--- config.mk ---
export PLATFORM = sky130hd
export DESIGN_NAME = bmf_ram
export DESIGN_NICKNAME = d
export VERILOG_FILES = /design/src/rtl/bmf_ram.sv
export SDC_FILE = /design/constraint.sdc
export NUM_CORES = 2
export LEC_CHECK = 0
export ABC_CLOCK_PERIOD_IN_PS = 6800
export BUFFER_PORTS_ARGS = -buffer_cell sky130_fd_sc_hd__buf_2
export CORE_ASPECT_RATIO = 1.4
export CORE_MARGIN = 4
export CORE_UTILIZATION = 65
export DETAILED_ROUTE_END_ITERATION = 10
export GPL_TIMING_DRIVEN = 0
export PLACE_DENSITY = 0.83
export SYNTH_ARGS = -nofsm -noshare
export SYNTH_HDL_FRONTEND = slang
export SYNTH_SLANG_ARGS = --single-unit
--- constraint.sdc ---
create_clock -name clock -period 6.8 [get_ports clock]
set_input_delay 1.36 -clock clock [delete_from_list [all_inputs] [get_ports clock]]
set_output_delay 1.36 -clock clock [all_outputs]
set_load 0.05 [all_outputs]
--- src/rtl/bmf_ram.sv ---
// generic single-write, single-read ram with registered read data
module bmf_ram #(
   parameter int WIDTH = 8,
   parameter int DEPTH = 256
) (
   input  logic                     clock,
   input  logic                     we,
   input  logic [$clog2(DEPTH)-1:0] waddr,
   input  logic [WIDTH-1:0]         wdata,
   input  logic                     re,
   input  logic [$clog2(DEPTH)-1:0] raddr,
   output logic [WIDTH-1:0]         rdata
);

   logic [WIDTH-1:0] mem_ff [DEPTH];
   logic [WIDTH-1:0] rdata_ff;

   // read returns the old word when the same address is written
   always_ff @(posedge clock) begin
      if (we) begin
         mem_ff[waddr] <= wdata;
      end
      if (re) begin
         rdata_ff <= mem_ff[raddr];
      end
   end

   assign rdata = rdata_ff;

endmodule

# --- After elaboration in Yosys (flattened, before gate mapping) ---
# Memory sizes are Yosys's and may differ from the RTL's. A register that Yosys moved wholly into a read port is not among the register bits.
# Cells that the tools add are included.
classes:
  mux: 2
op_table:
  columns: ["cell", "n"]
  rows:
  - ["$mux W1", 2]
word_totals:
  inputBits: 27
  output_inout_bits: 8
  wordCells: 3
  mem_count: 1
  mem_bits_rw: 2048
  regBits: 0
memory_table:
  columns: ["name", "words", "width", "rd", "rd_clocked_by_memory_dff", "wr", "line_no", "source"]
  rows:
  - ["mem_ff", 256, 8, 1, 1, 1, "15", "logic [WIDTH-1:0] mem_ff [DEPTH];"]

# --- Logic depth before layout (Yosys ltp) ---
logic_depth:
  ltp_word: 2
  depth_mapped: 11
  depth_no_buf: 6

# --- Worst setup path before layout ---
# OpenSTA, ideal clock, no wires.
synth_path:
  path_kind: "input to register"
  start: "input raddr[0]"
  end: "register rdata_ff[2], in the netlist rdata[2] (read register of mem_ff), data pin"
  arrival_ps: 3167
  path_stages: 9
  required_time_ps: 6531
  setup_slack_ps: 3364
  setup_ps: 269
  n_path_buf: 4
  cell_sequence: "buf_6 -> buf_12 -> buf_8 -> buf_2 -> mux4_2 -> a22oi_1 -> a21oi_1 -> nor4_1 -> nor4_2"
synth_rtl:
  columns: ["element", "line_no", "source"]
  rows:
  - ["start: declaration", "11", "input logic [$clog2(DEPTH)-1:0] raddr,"]
  - ["end: declaration", "16", "logic [WIDTH-1:0] rdata_ff;"]

==> impl_metrics.ini <==
[place]
dpl_cell_area_um2 = 82100
preCtsSetupSlack_ns = 0.413
io_buffers = 27
dp_hpwl_mm = 152
gp_congestion = 1.07

[clock_tree]
cts.repair.resized = 0
clockBufferDepth = 3
cts_tree = done
cts_setup_buffers = 0
clockRootBuffer = clkbuf_16
clock_latency_ns = 0.85
htreeDepth = 4
cts_buffers = 175
cts_hold_buf = 0
cts_sinks = 2056
path_clk_slew_ns = 0.06

[sta]
finalClockSkew_ns = 0.0297
min_period_over_period_pct = 91.2
period_minus_slack_ns = 6.20
whs_ns = 0.865
setup_tns_ns = 0
setup_viol = 0
fmax_ghz = 0.161
max_slew_margin_pct = -13.5
setup_slack_ns = 0.597
hold_viol = 0
worst_slew_pin_slew_ns = 1.70
drv_slew = 101
rsz0062_at_grt = false

[floorplan]
fp.dieH_um = 422
num_rows = 151
fp.dieArea_um2 = 128000
ioPinCount = 35
fp.dieW_um = 304
initial_core_util_pct = 65.7
fp.coreArea_um2 = 121000

[route]
drt-initial-drc-count = 9664
wl_mm = 246
drc_errors = 0
routedWlPerCell_um = 43.1
firstDrtPassIters = 10
routed-via-count = 44400
via_per_inst = 7.78
ant_nets = 0

[synthesis]
synth_top_area_share_pct = 77.5
syn_area_um2 = 79600
synth_cells = 3733
seq_area_frac_synth_pct = 77.5
synth.area.top_cells = edfxtp_1, mux4_2, mux2i_1, nor2_1, a22oi_1
ys.flop_type = edfxtp_1
synth_cell_type_count = 54
postSynthAreaPerCell_um2 = 21.3
synthArstFlopShare_pct = 0
yosys_warnings = 0
synth_largest_area_cell = edfxtp_1
synth-seq-cells = 2056
synth_edf_count = 2056
syn_nets = 3760

[min_path]
min_to = rdata[2]
hold_start = re
hold_class = input port to flip-flop
hold-path-cell-count = 1

[setup_path]
crit_type = input port to flip-flop
worstPathBufferInverterCount = 4
timing.rr.start = mem_ff[80][5]
r2r_cells = 6
r2r-end = rdata[5]
required_ns = 7.24
worstSetupEndpointType = flip-flop
cp_slowest_stage_delay_ns = 1.26
r2r_slack_ns = 2.75
worstPathArrival_ns = 6.64
crit_top_cell = buf_2
path_cells = buf_2 > buf_2 > buf_2 > nor2_1 > clkbuf_1 > a22oi_1 > a31oi_1 > nor4_1 > nor4_1
start_kind = input port
crit_cells = 9
crit_family = buffers and inverters
cp_max_fo = 10
slowest_stage = clkbuf_1

[power]
switching_share_pct = 22.4
p_leak_nw = 27.0
comb_power_share_pct = 6.0
p_int_mw = 19.8
irDropWorstVdd_mv = 0.312
p_clk_share_pct = 39.2
switchingPower_mw = 5.72
pwr-share-seq_pct = 54.8
powerDensity_nw_per_um2 = 291

[grt]
grt_pass1_wl_mm = 343
grt_pass1_vias = 44200
antenna_found_initial = 16
grt_max_degree = 173
grt_overflow_total = 0
track_usage_pct = 38.8

[layout]
fillCellCount = 6412
regArea_um2 = 61700
finalInstanceArea_um2 = 87800
synthToLayoutAreaGrowth_pct = 10.2
drive_above_1_share_pct = 21.3
mostFrequentLayoutCells = edfxtp_1, mux4_2, nor2_1
multi_input_area_um2 = 16400
final_net_count = 3976
final_common_cell = edfxtp_1

[status]
status = complete, but fails checks
violations = max-capacitance violations, max-slew violations

[job]
maxCapViolCount = 12
-- layout make-up --
class	instances	share of cell area, %
diodes	14	0.0399
plain buffers	233	1.68
clock buffers	211	5.22
clock inverters	106	1.13
inverters	2	0.00855
multi-input cells	1442	18.7
flip-flops and latches	2056	70.3
well taps	1606	2.29
repair buffers	39	0.547
-- per-layer routing --
metal	vias to the layer above	global-route usage (%)	wire, um
met5	-	1.09	280
met4	14	30.2	25600
met3	1266	15.2	38900
met2	5010	57.8	112000
met1	22000	45.6	69700
li1	16100	-	-
-- power by group through the flow --
stage / logic (mW) / clock network [mW] / registers [mW]
floorplan: 0.679 / 0 / 14.3
global placement: 1.36 / 0 / 14.3
detailed placement: 1.42 / 0 / 14.3
CTS: 1.45 / 9.89 / 14.0
global route: 1.53 / 10.5 / 14.0
finish: 1.54 / 10.0 / 14.0
-- worst reg2reg max path: cells and delay by family (launching register included) --
family          cells  cell delay [ns]
compound gates      3             1.29
simple gates        2             1.51
mux                 1             0.49
flops               1             0.37
-- logic make-up (layout without fill, tap and decap cells) --
logic type	count (synthesis)	count (layout)	synth area share, %
simple gates	466	466	2.63
buf+inv	235	591	1.83
flops	2056	2056	77.5
compound gates	385	385	3.42
mux	591	591	14.6
other cells	0	14	0
-- state kept, by name (all words and copies together), names as in the netlist --
register / flops
rdata: 8
mem_ff: 2048
-- cells in the mapped netlist (5+ instances only) --
library cell  number
a211oi_1          16
a21oi_1           96
a221oi_1          13
a22o_1             8
a22oi_1          133
and2_1             6
buf_1             22
buf_12             8
buf_2             31
buf_4             27
buf_6             21
buf_8             13
clkbuf_1         111
edfxtp_1        2056
mux2i_1          134
mux4_2           454
nand2_1           33
nand2b_1           8
nand3_1           34
nand4_1           10
nor2_1           282
nor2b_1           31
nor3_1            22
nor4_1            24
o211ai_1          10
o21ai_0           10
o221ai_1          46
o22a_1             5
o22ai_1           28
-- worst max-delay path by stage --
stage                  start       end  slack (ns)
finish              raddr[2]  rdata[3]        0.60
global route        raddr[2]  rdata[3]        1.13
CTS                 raddr[4]  rdata[4]        1.20
detailed placement  raddr[4]  rdata[4]        0.41
global placement    raddr[2]  rdata[4]        0.46
floorplan           raddr[0]  rdata[2]        3.36
-- metrics by stage --
step	power (mW)	cells	util, %
final	25.5	5709	72.4
after global routing	26.0	5696	72.3
after global placement	15.7	5366	67.4
after floorplan	15.0	3733	-
after CTS	25.3	5694	72.3
after detailed placement	15.7	5377	67.7
(Power assumes the default switching activity.)
