`src/rtl/bmf_pkg.sv`:
```
// shared types, constants and codes of the 5x5 box mean filter
package bmf_pkg;

   // default frame limits
   localparam int DEF_MAX_WIDTH  = 256;
   localparam int DEF_MAX_HEIGHT = 256;

   // configuration registers
   localparam int CFG_W = 9;
   localparam logic [CFG_W-1:0] CFG_RESET = 9'd256;

   // pixel and window geometry
   localparam int PIX_W     = 8;
   localparam int BOX_N     = 5;
   localparam int BOX_HALF  = 2;
   localparam int LINE_ROWS = 4;

   // column sum of five pixels and box sum of 25 pixels
   localparam int COL_SUM_W = 11;
   localparam int BOX_SUM_W = 13;

   // divide by 25 as multiply by reciprocal, exact for sums below 43690
   localparam int DIV_SHIFT = 17;
   localparam logic [BOX_SUM_W-1:0] DIV_MULT = 13'd5243;
   localparam int PROD_W = 2 * BOX_SUM_W;

   // result queue
   localparam int FIFO_DEPTH = 8;
   localparam int FIFO_AW    = $clog2(FIFO_DEPTH);
   localparam int FIFO_CW    = $clog2(FIFO_DEPTH + 1);

   typedef enum logic {
      OP_PIXEL = 1'b0,
      OP_FLUSH = 1'b1
   } op_type;

   typedef enum logic {
      CSR_FRAME_WIDTH  = 1'b0,
      CSR_FRAME_HEIGHT = 1'b1
   } csr_index_type;

   typedef logic [BOX_N-1:0][PIX_W-1:0] column_type;

   typedef struct packed {
      op_type           op;
      logic [PIX_W-1:0] pixel;
   } req_type;

   typedef struct packed {
      logic [PIX_W-1:0] value;
      logic             last;
   } rsp_type;

   // per-transfer control from the sequencer to the datapath
   typedef struct packed {
      logic       push;
      logic       res;
      logic       drain;
      logic       interior;
      logic       last;
      logic [1:0] slot;
   } ctl_type;

endpackage

```
`src/rtl/bmf_cell.sv`:
```
// one window column cell: five pixels and their sum, shifted to the older neighbor
module bmf_cell (
   input  logic                              clock,
   input  logic                              reset,
   input  logic                              shift,
   input  bmf_pkg::column_type               load_col,
   input  logic [bmf_pkg::COL_SUM_W-1:0]     load_sum,
   output bmf_pkg::column_type               col_out,
   output logic [bmf_pkg::COL_SUM_W-1:0]     sum_out
);
   import bmf_pkg::*;

   column_type             col_ff, col_in;
   logic [COL_SUM_W-1:0]   sum_ff, sum_in;

   // take the newer column on each pushed pixel
   always_comb begin
      col_in = col_ff;
      sum_in = sum_ff;
      if (shift) begin
         col_in = load_col;
         sum_in = load_sum;
      end
   end

   always_ff @(posedge clock) begin
      if (reset) begin
         col_ff <= '0;
         sum_ff <= '0;
      end else begin
         col_ff <= col_in;
         sum_ff <= sum_in;
      end
   end

   assign col_out = col_ff;
   assign sum_out = sum_ff;

endmodule

```
`config.mk`:
```
export PLATFORM = sky130hd
export DESIGN_NAME = bmf_cell
export DESIGN_NICKNAME = d
export VERILOG_FILES = /design/src/rtl/bmf_pkg.sv /design/src/rtl/bmf_cell.sv
export SDC_FILE = /design/constraint.sdc
export NUM_CORES = 1
export LEC_CHECK = 0
export BUFFER_PORTS_ARGS = -buffer_cell sky130_fd_sc_hd__buf_2
export CAP_MARGIN = 40
export CORE_MARGIN = 5
export CORE_UTILIZATION = 35
export DETAILED_ROUTE_END_ITERATION = 12
export PLACE_DENSITY_LB_ADDON = 0.2
export SKIP_CTS_REPAIR_TIMING = 1
export SYNTH_ARGS = -nofsm -noshare
export SYNTH_HDL_FRONTEND = slang
export SYNTH_SLANG_ARGS = --single-unit
```
`constraint.sdc`:
```
create_clock -name clock -period 1.5 [get_ports clock]
set_input_delay 0.075 -clock clock [delete_from_list [all_inputs] [get_ports clock]]
set_output_delay 0.075 -clock clock [all_outputs]
set_load 0.02 [all_outputs]
```
# Yosys cells after proc, flatten, opt, wreduce, memory -nomap -nowiden

Cells that the tools add are included.

Flip-flop bits (word level): 51
Output and inout port bits: 51

# Longest topological paths before layout

Word-level depth: 0
Mapped depth: 4

# Worst setup path after synthesis

No wires, ideal clock.

Kind: input to register
Start point: input port shift
End point: register col_ff (netlist bit col_out[0])
Required time: 1372 ps
Setup time: 128 ps
Setup slack: 811 ps
Arrival time: 561 ps
Stages: 4
Path through: buf_6 -> buf_8 -> mux2i_1 -> nor2_1

RTL lines:

| element                | line           | text |
|---|---|---|
| start: declaration     | bmf_cell.sv:5  | `input logic shift,` |
| end signal: assignment | bmf_cell.sv:31 | `col_ff <= col_in;` |
| end: declaration       | bmf_cell.sv:13 | `column_type col_ff, col_in;` |

# Worst setup path after layout

Start point: register col_ff (netlist bit col_out[3])
End point: output port col_out[3] (netlist bit)

RTL lines:

| element          | line          | text |
|---|---|---|
| end: declaration | bmf_cell.sv:8 | `output bmf_pkg::column_type col_out,` |

No word-level cell between the ends.

==> impl_metrics.ini <==
[outcome]
status = completed

[detailed_routing]
wire_length_per_cell_after_detailed_routing_um = 12.0
final_antenna_net_count = 0
finalWirelength_mm = 4.05
post-route-drc-count = 0
drtIter0Drc = 58
number_of_vias_in_the_routed_layout = 1450
drtPass1Iterations = 3
detail_route.vias_per_cell = 4.30

[timing]
setup_violations = 0
worst_slew_margin_rel = 0.817
post-route-period-util = 0.592
report.final.hold_viol_count = 0
max_slew.worst_pin.slew_ns = 0.275
timing.clock.skew_ns = 0
grt_setup_unrepaired = false
max_freq_ghz = 1.13
drv_slew = 0
whs_ns = 0.0147
period_minus_slack_ns = 0.888
tns_setup_ns = 0

[cts]
cts.clk_slew.worst_paths_ns = 0.08
depth_of_the_cts_h_tree = 2
clock_latency_on_the_worst_skew_pair_ns = 0.29
tritoncts = done
clock_tree.root_cell = sky130_fd_sc_hd__clkbuf_8
clock_sink_count = 51
cts_buffer_depth = 2
cts_made_buffers = 5

[power_and_ir_drop]
total_power_w = 0.00262
total_switching_power_w = 0.000682
power_density_mw_per_mm2 = 1060
share_seq_of_total_power = 0.560
power_frac_clock = 0.270
p_leak_nw = 1.35
combPwrFrac = 0.170
internal_power_w = 0.00194
switching_share = 0.260
irDropWorstVdd_mv = 0.534

[placed_design]
finalWeightedCongestion = 0.681
place.port_buffers = 104
detailedPlacementHpwl_mm = 3.02

[floorplanning]
floorplan.die.height_um = 82.4
ioPinCount = 105
die_width_um = 82.4
fp-row-count = 26
initial_utilization = 0.359
design.core.area_sq_mm = 0.00511
dieArea_sq_mm = 0.00678

[global_route]
number_of_global_route_vias_before_repair = 1366
gr-usage-all-layers = 0.120
grt_antenna_before_repair = 0
maximum_number_of_pins_on_one_net_before_global_route_repair = 52
grt_pass1_wl_mm = 6.20
gr-total-overflow = 0

[cells_and_area]
seqCellArea_sq_mm = 0.00102
post_route_cells_drive_above_1_share = 0.419
area_growth_syn_to_fin_pct = 34.9
multiInputGateArea_sq_um = 702
antennaDiodeCount = 0
layout.nets = 322
nFillCells = 515

[worst_hold_path]
min-delay-path-class = in -> reg

[critical_path]
cp_bufs_invs = 1
series_of_cell_instances_along_the_critical_path = buf_2
worst-endpoint-arrival_ns = 0.81
crit_family = flip-flops
cp-end-kind = output port
timing.critical_path.slowest_cell_delay_ns = 0.35
cp_max_fo = 2
worst_endpoint_required_time_ns = 1.42
crit_path_kind = reg -> out
slowest_stage = sky130_fd_sc_hd__dfxtp_1
critPathLaunchType = register

[synthesis]
number_of_flip_flops_and_latches_in_the_synthesized_netlist = 51
synth_area_sq_mm = 0.00183
post_synth_num_cell_types = 7
synthDominantCellAreaShare = 0.557
netlist.top_cell.by_area = sky130_fd_sc_hd__dfxtp_1
syn_inst = 165
post_synthesis_sequential_area_ratio = 0.557
synth_area_leaders = sky130_fd_sc_hd__dfxtp_1 (56%), sky130_fd_sc_hd__mux2i_1 (28%), sky130_fd_sc_hd__nor2_1 (10%)
avgSynthCellArea_sq_um = 11.1
postSynthNetCount = 219
yosysWarningCount = 0

[run]
drv_cap = 0
[cell families after synthesis]
family,synth area share
buffers and inverters,0.0601
flip-flops,0.557
multiplexers,0.278
AND/OR/NAND/NOR,0.104
[routing by layer]
metal	GRT usage	up-vias	wire [um]
met5	0	-	0
met4	0.0598	0	29
met3	0.0423	4	422
li1	-	742	-
met2	0.185	56	1840
met1	0.146	648	1760
[layout by cell type, fill, tap and decap left out]
cell	n
sky130_fd_sc_hd__buf_2	104
sky130_fd_sc_hd__mux2i_1	51
sky130_fd_sc_hd__nor2_1	51
sky130_fd_sc_hd__dfxtp_1	51
sky130_fd_sc_hd__clkbuf_8	5
sky130_fd_sc_hd__buf_12	3
sky130_fd_sc_hd__clkbuf_1	1
sky130_fd_sc_hd__dlygate4sd3_1	1
[worst paths after layout]
kind,startpoint,to,slack (ns),cells past startpoint
min reg2reg,sum_out[3],sum_out[3],0.49,2
max,col_out[3],col_out[3],0.61,1
min,load_col[14],col_out[14],0.01,3
max reg2reg,sum_out[7],sum_out[7],0.88,2
[cell type report]
class / count / area share
repair buffers: 108 / 0.239
clock buffers: 6 / 0.0293
flip-flops and latches: 51 / 0.413
well taps: 70 / 0.0354
multi-input cells: 102 / 0.284
[cell usage after synthesis]
| library cell | count |
|---|---|
| sky130_fd_sc_hd__buf_8 | 5 |
| sky130_fd_sc_hd__clkbuf_1 | 5 |
| sky130_fd_sc_hd__buf_6 | 1 |
| sky130_fd_sc_hd__clkbuf_2 | 1 |
| sky130_fd_sc_hd__nor2_1 | 51 |
| sky130_fd_sc_hd__mux2i_1 | 51 |
| sky130_fd_sc_hd__dfxtp_1 | 51 |
[power by group through the flow]
| stage | logic (W) | clock network [W] | registers, W |
|---|---|---|---|
| after floorplan | 0.000181 | 0 | 0.00160 |
| after global placement | 0.000444 | 0 | 0.00150 |
| after detailed placement | 0.000451 | 0 | 0.00150 |
| after CTS | 0.000452 | 0.000754 | 0.00147 |
| after global routing | 0.000489 | 0.000798 | 0.00148 |
| final | 0.000445 | 0.000710 | 0.00147 |
[sequential cells by signal, indices dropped and copies added, names as in the netlist]
| signal | flops |
|---|---|
| col_out | 40 |
| sum_out | 11 |
[stage by stage]
stage               std cells  cell area (sq um)  worst slack (ns)  utilization
floorplan                 165               1830             0.811            -
global placement          330               2390             0.523        0.468
detailed placement        330               2390             0.483        0.468
CTS                       336               2460             0.587        0.482
global route              337               2470             0.547        0.484
finish                    337               2470             0.612        0.484
No activity file was read; power rests on OpenSTA's default activity.
