--- src/rtl/bmf_pkg.sv ---
// shared types, constants and codes of the 5x5 box mean filter
package bmf_pkg;

   // default frame limits
   localparam int DEF_MAX_WIDTH  = 256;
   localparam int DEF_MAX_HEIGHT = 256;

   // configuration registers
   localparam int CFG_W = 9;
   localparam logic [CFG_W-1:0] CFG_RESET = 9'd256;

   // pixel and window geometry
   localparam int PIX_W     = 8;
   localparam int BOX_N     = 5;
   localparam int BOX_HALF  = 2;
   localparam int LINE_ROWS = 4;

   // column sum of five pixels and box sum of 25 pixels
   localparam int COL_SUM_W = 11;
   localparam int BOX_SUM_W = 13;

   // divide by 25 as multiply by reciprocal, exact for sums below 43690
   localparam int DIV_SHIFT = 17;
   localparam logic [BOX_SUM_W-1:0] DIV_MULT = 13'd5243;
   localparam int PROD_W = 2 * BOX_SUM_W;

   // result queue
   localparam int FIFO_DEPTH = 8;
   localparam int FIFO_AW    = $clog2(FIFO_DEPTH);
   localparam int FIFO_CW    = $clog2(FIFO_DEPTH + 1);

   typedef enum logic {
      OP_PIXEL = 1'b0,
      OP_FLUSH = 1'b1
   } op_type;

   typedef enum logic {
      CSR_FRAME_WIDTH  = 1'b0,
      CSR_FRAME_HEIGHT = 1'b1
   } csr_index_type;

   typedef logic [BOX_N-1:0][PIX_W-1:0] column_type;

   typedef struct packed {
      op_type           op;
      logic [PIX_W-1:0] pixel;
   } req_type;

   typedef struct packed {
      logic [PIX_W-1:0] value;
      logic             last;
   } rsp_type;

   // per-transfer control from the sequencer to the datapath
   typedef struct packed {
      logic       push;
      logic       res;
      logic       drain;
      logic       interior;
      logic       last;
      logic [1:0] slot;
   } ctl_type;

endpackage

--- src/rtl/bmf_seq.sv ---
// frame sequencer: config registers, input and output raster counters
module bmf_seq #(
   parameter int MAX_WIDTH  = bmf_pkg::DEF_MAX_WIDTH,
   parameter int MAX_HEIGHT = bmf_pkg::DEF_MAX_HEIGHT
) (
   input  logic                           clock,
   input  logic                           reset,
   input  logic                           csr_write,
   input  bmf_pkg::csr_index_type         csr_index,
   input  logic [bmf_pkg::CFG_W-1:0]      csr_data,
   input  logic                           item_accept,
   input  bmf_pkg::op_type                item_op,
   output bmf_pkg::ctl_type               ctl,
   output logic [$clog2(MAX_WIDTH)-1:0]   col_addr
);
   import bmf_pkg::*;

   localparam int CW = $clog2(MAX_WIDTH);
   localparam int WW = $clog2(MAX_WIDTH + 1);
   localparam int OW = $clog2(MAX_HEIGHT);
   localparam int RW = $clog2(MAX_HEIGHT + 1);

   logic [CFG_W-1:0] width_ff, width_in;
   logic [CFG_W-1:0] height_ff, height_in;
   logic [RW-1:0]    in_row_ff, in_row_in;
   logic [CW-1:0]    in_col_ff, in_col_in;
   logic [OW-1:0]    out_row_ff, out_row_in;
   logic [CW-1:0]    out_col_ff, out_col_in;

   logic [WW-1:0] w_eff;
   logic [RW-1:0] h_eff;
   logic          in_done;
   logic          in_wrap;
   logic          out_wrap;
   logic          started;
   logic          interior;
   logic          is_last;
   logic          push;
   logic          drain;
   logic          emit;

   // effective frame size: zero acts as one, clamp to the maximum
   always_comb begin
      w_eff = WW'(width_ff);
      if (width_ff == '0) begin
         w_eff = WW'(1);
      end else if (int'(width_ff) > MAX_WIDTH) begin
         w_eff = WW'(MAX_WIDTH);
      end
      h_eff = RW'(height_ff);
      if (height_ff == '0) begin
         h_eff = RW'(1);
      end else if (int'(height_ff) > MAX_HEIGHT) begin
         h_eff = RW'(MAX_HEIGHT);
      end
   end

   // raster position status
   always_comb begin
      in_done  = in_row_ff >= h_eff;
      in_wrap  = (WW'(in_col_ff) + WW'(1)) >= w_eff;
      out_wrap = (WW'(out_col_ff) + WW'(1)) >= w_eff;
      is_last  = ((RW'(out_row_ff) + RW'(1)) >= h_eff) && out_wrap;
      // output starts two rows plus two pixels behind the input
      if (w_eff == WW'(1)) begin
         started = in_row_ff >= RW'(4);
      end else begin
         started = (in_row_ff >= RW'(3)) ||
                   ((in_row_ff == RW'(2)) && (in_col_ff >= CW'(2)));
      end
      interior = (out_row_ff >= OW'(BOX_HALF)) &&
                 ((RW + 1)'(out_row_ff) + (RW + 1)'(BOX_HALF) < (RW + 1)'(h_eff)) &&
                 (out_col_ff >= CW'(BOX_HALF)) &&
                 ((WW + 1)'(out_col_ff) + (WW + 1)'(BOX_HALF) < (WW + 1)'(w_eff));
   end

   // transfer control to the datapath
   always_comb begin
      drain = item_accept && in_done;
      push  = item_accept && !in_done && (item_op == OP_PIXEL);
      emit  = drain || (push && started);

      ctl          = '0;
      ctl.push     = push;
      ctl.res      = emit;
      ctl.drain    = drain;
      ctl.interior = interior;
      ctl.last     = is_last;
      ctl.slot     = in_done ? out_row_ff[1:0] : in_row_ff[1:0];
      col_addr     = in_done ? out_col_ff : in_col_ff;
   end

   // next counters and registers
   always_comb begin
      width_in   = width_ff;
      height_in  = height_ff;
      in_row_in  = in_row_ff;
      in_col_in  = in_col_ff;
      out_row_in = out_row_ff;
      out_col_in = out_col_ff;

      if (csr_write) begin
         unique case (csr_index)
            CSR_FRAME_WIDTH:  width_in  = csr_data;
            CSR_FRAME_HEIGHT: height_in = csr_data;
         endcase
      end

      if (push) begin
         if (in_wrap) begin
            in_col_in = '0;
            in_row_in = in_row_ff + RW'(1);
         end else begin
            in_col_in = in_col_ff + CW'(1);
         end
      end

      // the frame's last result returns every position to the start
      if (emit) begin
         if (is_last) begin
            in_row_in  = '0;
            in_col_in  = '0;
            out_row_in = '0;
            out_col_in = '0;
         end else if (out_wrap) begin
            out_col_in = '0;
            out_row_in = out_row_ff + OW'(1);
         end else begin
            out_col_in = out_col_ff + CW'(1);
         end
      end
   end

   always_ff @(posedge clock) begin
      if (reset) begin
         width_ff   <= CFG_RESET;
         height_ff  <= CFG_RESET;
         in_row_ff  <= '0;
         in_col_ff  <= '0;
         out_row_ff <= '0;
         out_col_ff <= '0;
      end else begin
         width_ff   <= width_in;
         height_ff  <= height_in;
         in_row_ff  <= in_row_in;
         in_col_ff  <= in_col_in;
         out_row_ff <= out_row_in;
         out_col_ff <= out_col_in;
      end
   end

endmodule

--- config.mk ---
export PLATFORM = sky130hd
export DESIGN_NAME = bmf_seq
export DESIGN_NICKNAME = d
export VERILOG_FILES = /design/src/rtl/bmf_pkg.sv /design/src/rtl/bmf_seq.sv
export SDC_FILE = /design/constraint.sdc
export NUM_CORES = 1
export LEC_CHECK = 0
export BUFFER_PORTS_ARGS = -buffer_cell sky130_fd_sc_hd__buf_2
export CAP_MARGIN = 20
export CORE_MARGIN = 3
export CORE_UTILIZATION = 55
export DETAILED_ROUTE_END_ITERATION = 7
export PLACE_DENSITY = 0.76
export RECOVER_POWER = 100
export SYNTH_ARGS = -nofsm -noshare
export SYNTH_HDL_FRONTEND = slang
export SYNTH_SLANG_ARGS = --single-unit
--- constraint.sdc ---
create_clock -name clock -period 3.8 [get_ports clock]
set_clock_uncertainty 0.2 [all_clocks]
set_input_delay 0.38 -clock clock [delete_from_list [all_inputs] [get_ports clock]]
set_output_delay 0.38 -clock clock [all_outputs]
set_load 0.005 [all_outputs]
# Word-level counts from Yosys, hierarchy flattened
# Cells that the tools add are included.
# word_totals
ff_bits	51
input_bits	15
output_inout_bits	15
# classes
n_addsub	9
order_cmp	13
n_eq_ne	2
muxes	19
bitwise	2
reduce_logical	18
# ops
cell	n
$mux 8	9
$mux 9	8
$ge 9x9->1	4
$add 8x1->9 const B	3
$add 8x1->8 const B	3
$ge 8x2->1 const B	3
$add 8x2->9 const B	2
$gt 9x9->1 const B	2
$logic_not 9->1	2
$lt 9x9->1	2
$add 9x1->9 const B	1
$eq 9x1->1 const B	1
$eq 9x2->1 const B	1
$ge 9x2->1 const B	1
$ge 9x3->1 const B	1
$logic_and 1x1->1	9
$reduce_and 2->1	3
$logic_or 1x1->1	2
$mux 2	1
$not 1->1	2
$reduce_bool 2->1	1
$logic_not 1->1	1
$mux 1	1

# Logic depth before layout (Yosys ltp)
# logic_depth
depth_word	10
depth_mapped	13
depth_no_buf	11

# Worst setup path after synthesis
# OpenSTA, ideal clock, no wires.
# synth_path
kind	flip-flop to flip-flop
startpoint	reg out_col_ff[2]
endpoint	reg out_row_ff[2]
arrival_ns	2.759
path_slack_ns	0.771
stages_incl_launch_ff	13
n_path_buf	1
path_cell_list	dfxtp_1 > ha_1 > and3_1 > nand4_1 > xnor2_1 > ha_1 > and4_1 > o211ai_1 > o211ai_1 > clkbuf_1 > o311a_1 > nand4b_1 > a21oi_1
# synth_via
elab_chain_len	5
# synth_lines
item	line	text
start: declaration	bmf_seq.sv:28	logic [CW-1:0] out_col_ff, out_col_in;
start signal: assignment	bmf_seq.sv:148	out_col_ff <= out_col_in;
$add 8x1->9 (*)	bmf_seq.sv:62	out_wrap = (WW'(out_col_ff) + WW'(1)) >= w_eff;
$ge 9x9->1 (*)	bmf_seq.sv:62	
$logic_and 1x1->1	bmf_seq.sv:63	is_last = ((RW'(out_row_ff) + RW'(1)) >= h_eff) && out_wrap;
$reduce_bool 2->1 (no line)	-	
$reduce_and 2->1 (no line)	-	
end signal: assignment	bmf_seq.sv:147	out_row_ff <= out_row_in;
end: declaration	bmf_seq.sv:27	logic [OW-1:0] out_row_ff, out_row_in;
# Mark *: on every way between the ends. The rest lies on a longest branch, timed or not.
# A chain may end at the register's enable or synchronous reset.

==> run metrics <==
outcome finished, violations left; failing checks capacitance limit, slew limit; Req. time, crit path 3220 ps; Startpoint Class flop; vias in the first global route 3,396; Die H 93.2 microns; Ports 30; most frequent cells in the layout 88 x nand2_1, 65 x ha_1, 52 x a21oi_1, 50 x dfxtp_1, 26 x xnor2_1; largest net degree at the start of global routing 35; crit-path max FO 7; async set-reset flop share out of synthesis 0%; Total Die Area 8690 sq um; root buf cell clkbuf_8; die width 93.2 microns; Ys Warns 0; Hold Crit Class in -> reg; CTS Buffer Depth 2; wire length of the first global-routing pass 16,700 microns; synth unique cells 53; clk_lat worst skew 310 ps; Yosys reg bits 51; Row Count 31; Final Setup Violations 0; Syn Inst Count 528; Final Net Count 618; CTS clk-pin slew, worst paths 110 ps; vias post-DR 3,838; Setup CP Type reg -> out; final hold violations 0; CTS buffer count 5; initial antenna violation count 0; wire per inst 16.2 microns; Ant. Diodes 0; initial drt markers 251; Routed Antenna Nets 0; Core Area 7330 sq um; Top FF cell, synth dfxtp_1; xor/xnor cell area share of the yosys netlist 7.33%; Avg Cell Area, Syn 7.92 sq um; mux contribution to synthesized area 1.89%; initial core utilization 57.0%; Final HPWL DP 8050 microns; leakage power 1.81 nW; TritonRoute pass-1 iters 5; Simple-Gate Fraction of Synth Area 24.1%; post-layout min period 3600 ps; compound-gate portion of the synthesized area 17.3%; max-cap violation count 1; CTS sink cnt 51; VDD IR max 146 uV; Final GP Congestion 0.937; synthesized area 4180 sq um; # DRC 0; Fmax 277 MHz; post-route setup TNS 0 ps; crit end category output pin; most common cell after layout, fill and taps aside nand2_1; slew margin rel. -2.05%; Post-synth EDFFs 0; power per cell area 245 nW/um^2; port bufs 29; sequential fraction of the synthesis area 24.4%; Adder-Cell Fraction of Synth Area 19.4%; vias per cell 6.02; critical path arrival 3020 ps; worst-margin pin slew 1530 ps; H-tree lvl count 2; total grt overflow 0; RSZ-0062 raised after global routing false; Max Slew Vio Count 35; fin cells 638; total power draw 1.09 mW; Total Routed Length 10,300 microns; Synth Net Count 608; layout cells sized above 1 9.83%; TritonCTS clock tree done; largest family of logic cells by synthesized area simple AND/OR/NAND/NOR gates; placed insts 630; final worst path period share 94.8%; Area growth syn-to-layout 6.10%; total track usage 23.8%
## final cells by class
type	count	area, sq um
multi-input cells	427	2930
fillers	669	2890
flip-flops and latches	51	1020
repair buffers	34	173
well taps	99	124
inverters	19	71.3
clock buffers	5	68.8
clock inverters	3	47.5
## critical path, stage by stage, from the launching register on
cell and delay (ps):
dfxtp_1 460, ha_1 310, nand4_1 140, xnor2_1 210, ha_1 290, a21o_1 190, a2111oi_0 500, o31ai_1 220
and3_1 260, clkbuf_1 120
## sequential cells by signal, summed over array words and instances (netlist names)
name and cells:
out_row_ff 8, in_row_ff 9, width_ff 9, in_col_ff 8, out_col_ff 8, height_ff 9
## cells by family (layout without fill, tap and decap cells)
family | Yosys count | in the layout
flip-flops | 51 | 51
multiplexers | 7 | 7
AND/OR/NAND/NOR | 206 | 206
AO/OA/AOI/OAI | 114 | 114
buffers and inverters | 50 | 61
adder cells (fa/ha/maj) | 65 | 65
XOR/XNOR | 35 | 35
## layer usage
metal | up-vias | share of wire, % | global-route usage [%] | routed length (microns)
li1 | 1911 | - | - | -
met1 | 1794 | 47 | 33.6 | 4830
met2 | 111 | 47 | 37.7 | 4830
met3 | 22 | 4.4 | 2.57 | 460
met4 | 0 | 2.1 | 7.69 | 217
met5 | - | 0 | 0 | 0
## cell usage after synthesis, types with 11 or more instances
cell type  instances  area (sq um)
nand2_1           88           330
ha_1              65           813
a21oi_1           51           255
dfxtp_1           51          1020
xnor2_1           26           228
nand3_1           21           105
nor2_1            19          71.3
clkbuf_1          18          67.6
inv_1             16          60.1
nor3_1            14          70.1
o21ai_0           14          70.1
nand4_1           11          68.8
## report_power, final
| group | switching [mW] | internal (mW) | total [mW] | leakage (nW) |
|---|---|---|---|---|
| Combinational | 0.0824 | 0.0443 | 0.127 | 1.33 |
| Clock | 0.203 | 0.200 | 0.403 | 0.0587 |
| Sequential | 0.0133 | 0.546 | 0.559 | 0.414 |
## worst paths after layout
kind                               startpoint            to  slack [ps]  depth (start not counted)
worst min register to register   height_ff[0]  height_ff[0]         280                          2
worst max register to register  out_row_ff[2]  in_col_ff[5]         260                         10
worst min-delay path              csr_data[3]  height_ff[3]         110                          3
worst max-delay path            out_row_ff[2]        ctl[2]         200                          9
## repair_timing
| action | CTS | global route |
|---|---|---|
| hold buffers | 0 | 0 |
| setup buffers | 0 | 0 |
| resized for setup | 0 | 4 |
| setup endpoints to repair | 0 | 19 |
## metrics by stage
stage	area (sq um)	hold WS (ps)	util [%]	setup slack [ps]
floorplan	4180	236	-	771
global placement	4330	253	59.1	485
global route	4440	108	60.5	11.5
finish	4440	108	60.5	196
CTS	4450	99.7	60.7	74.6
detailed placement	4330	256	59.1	246
(Power assumes the default switching activity.)
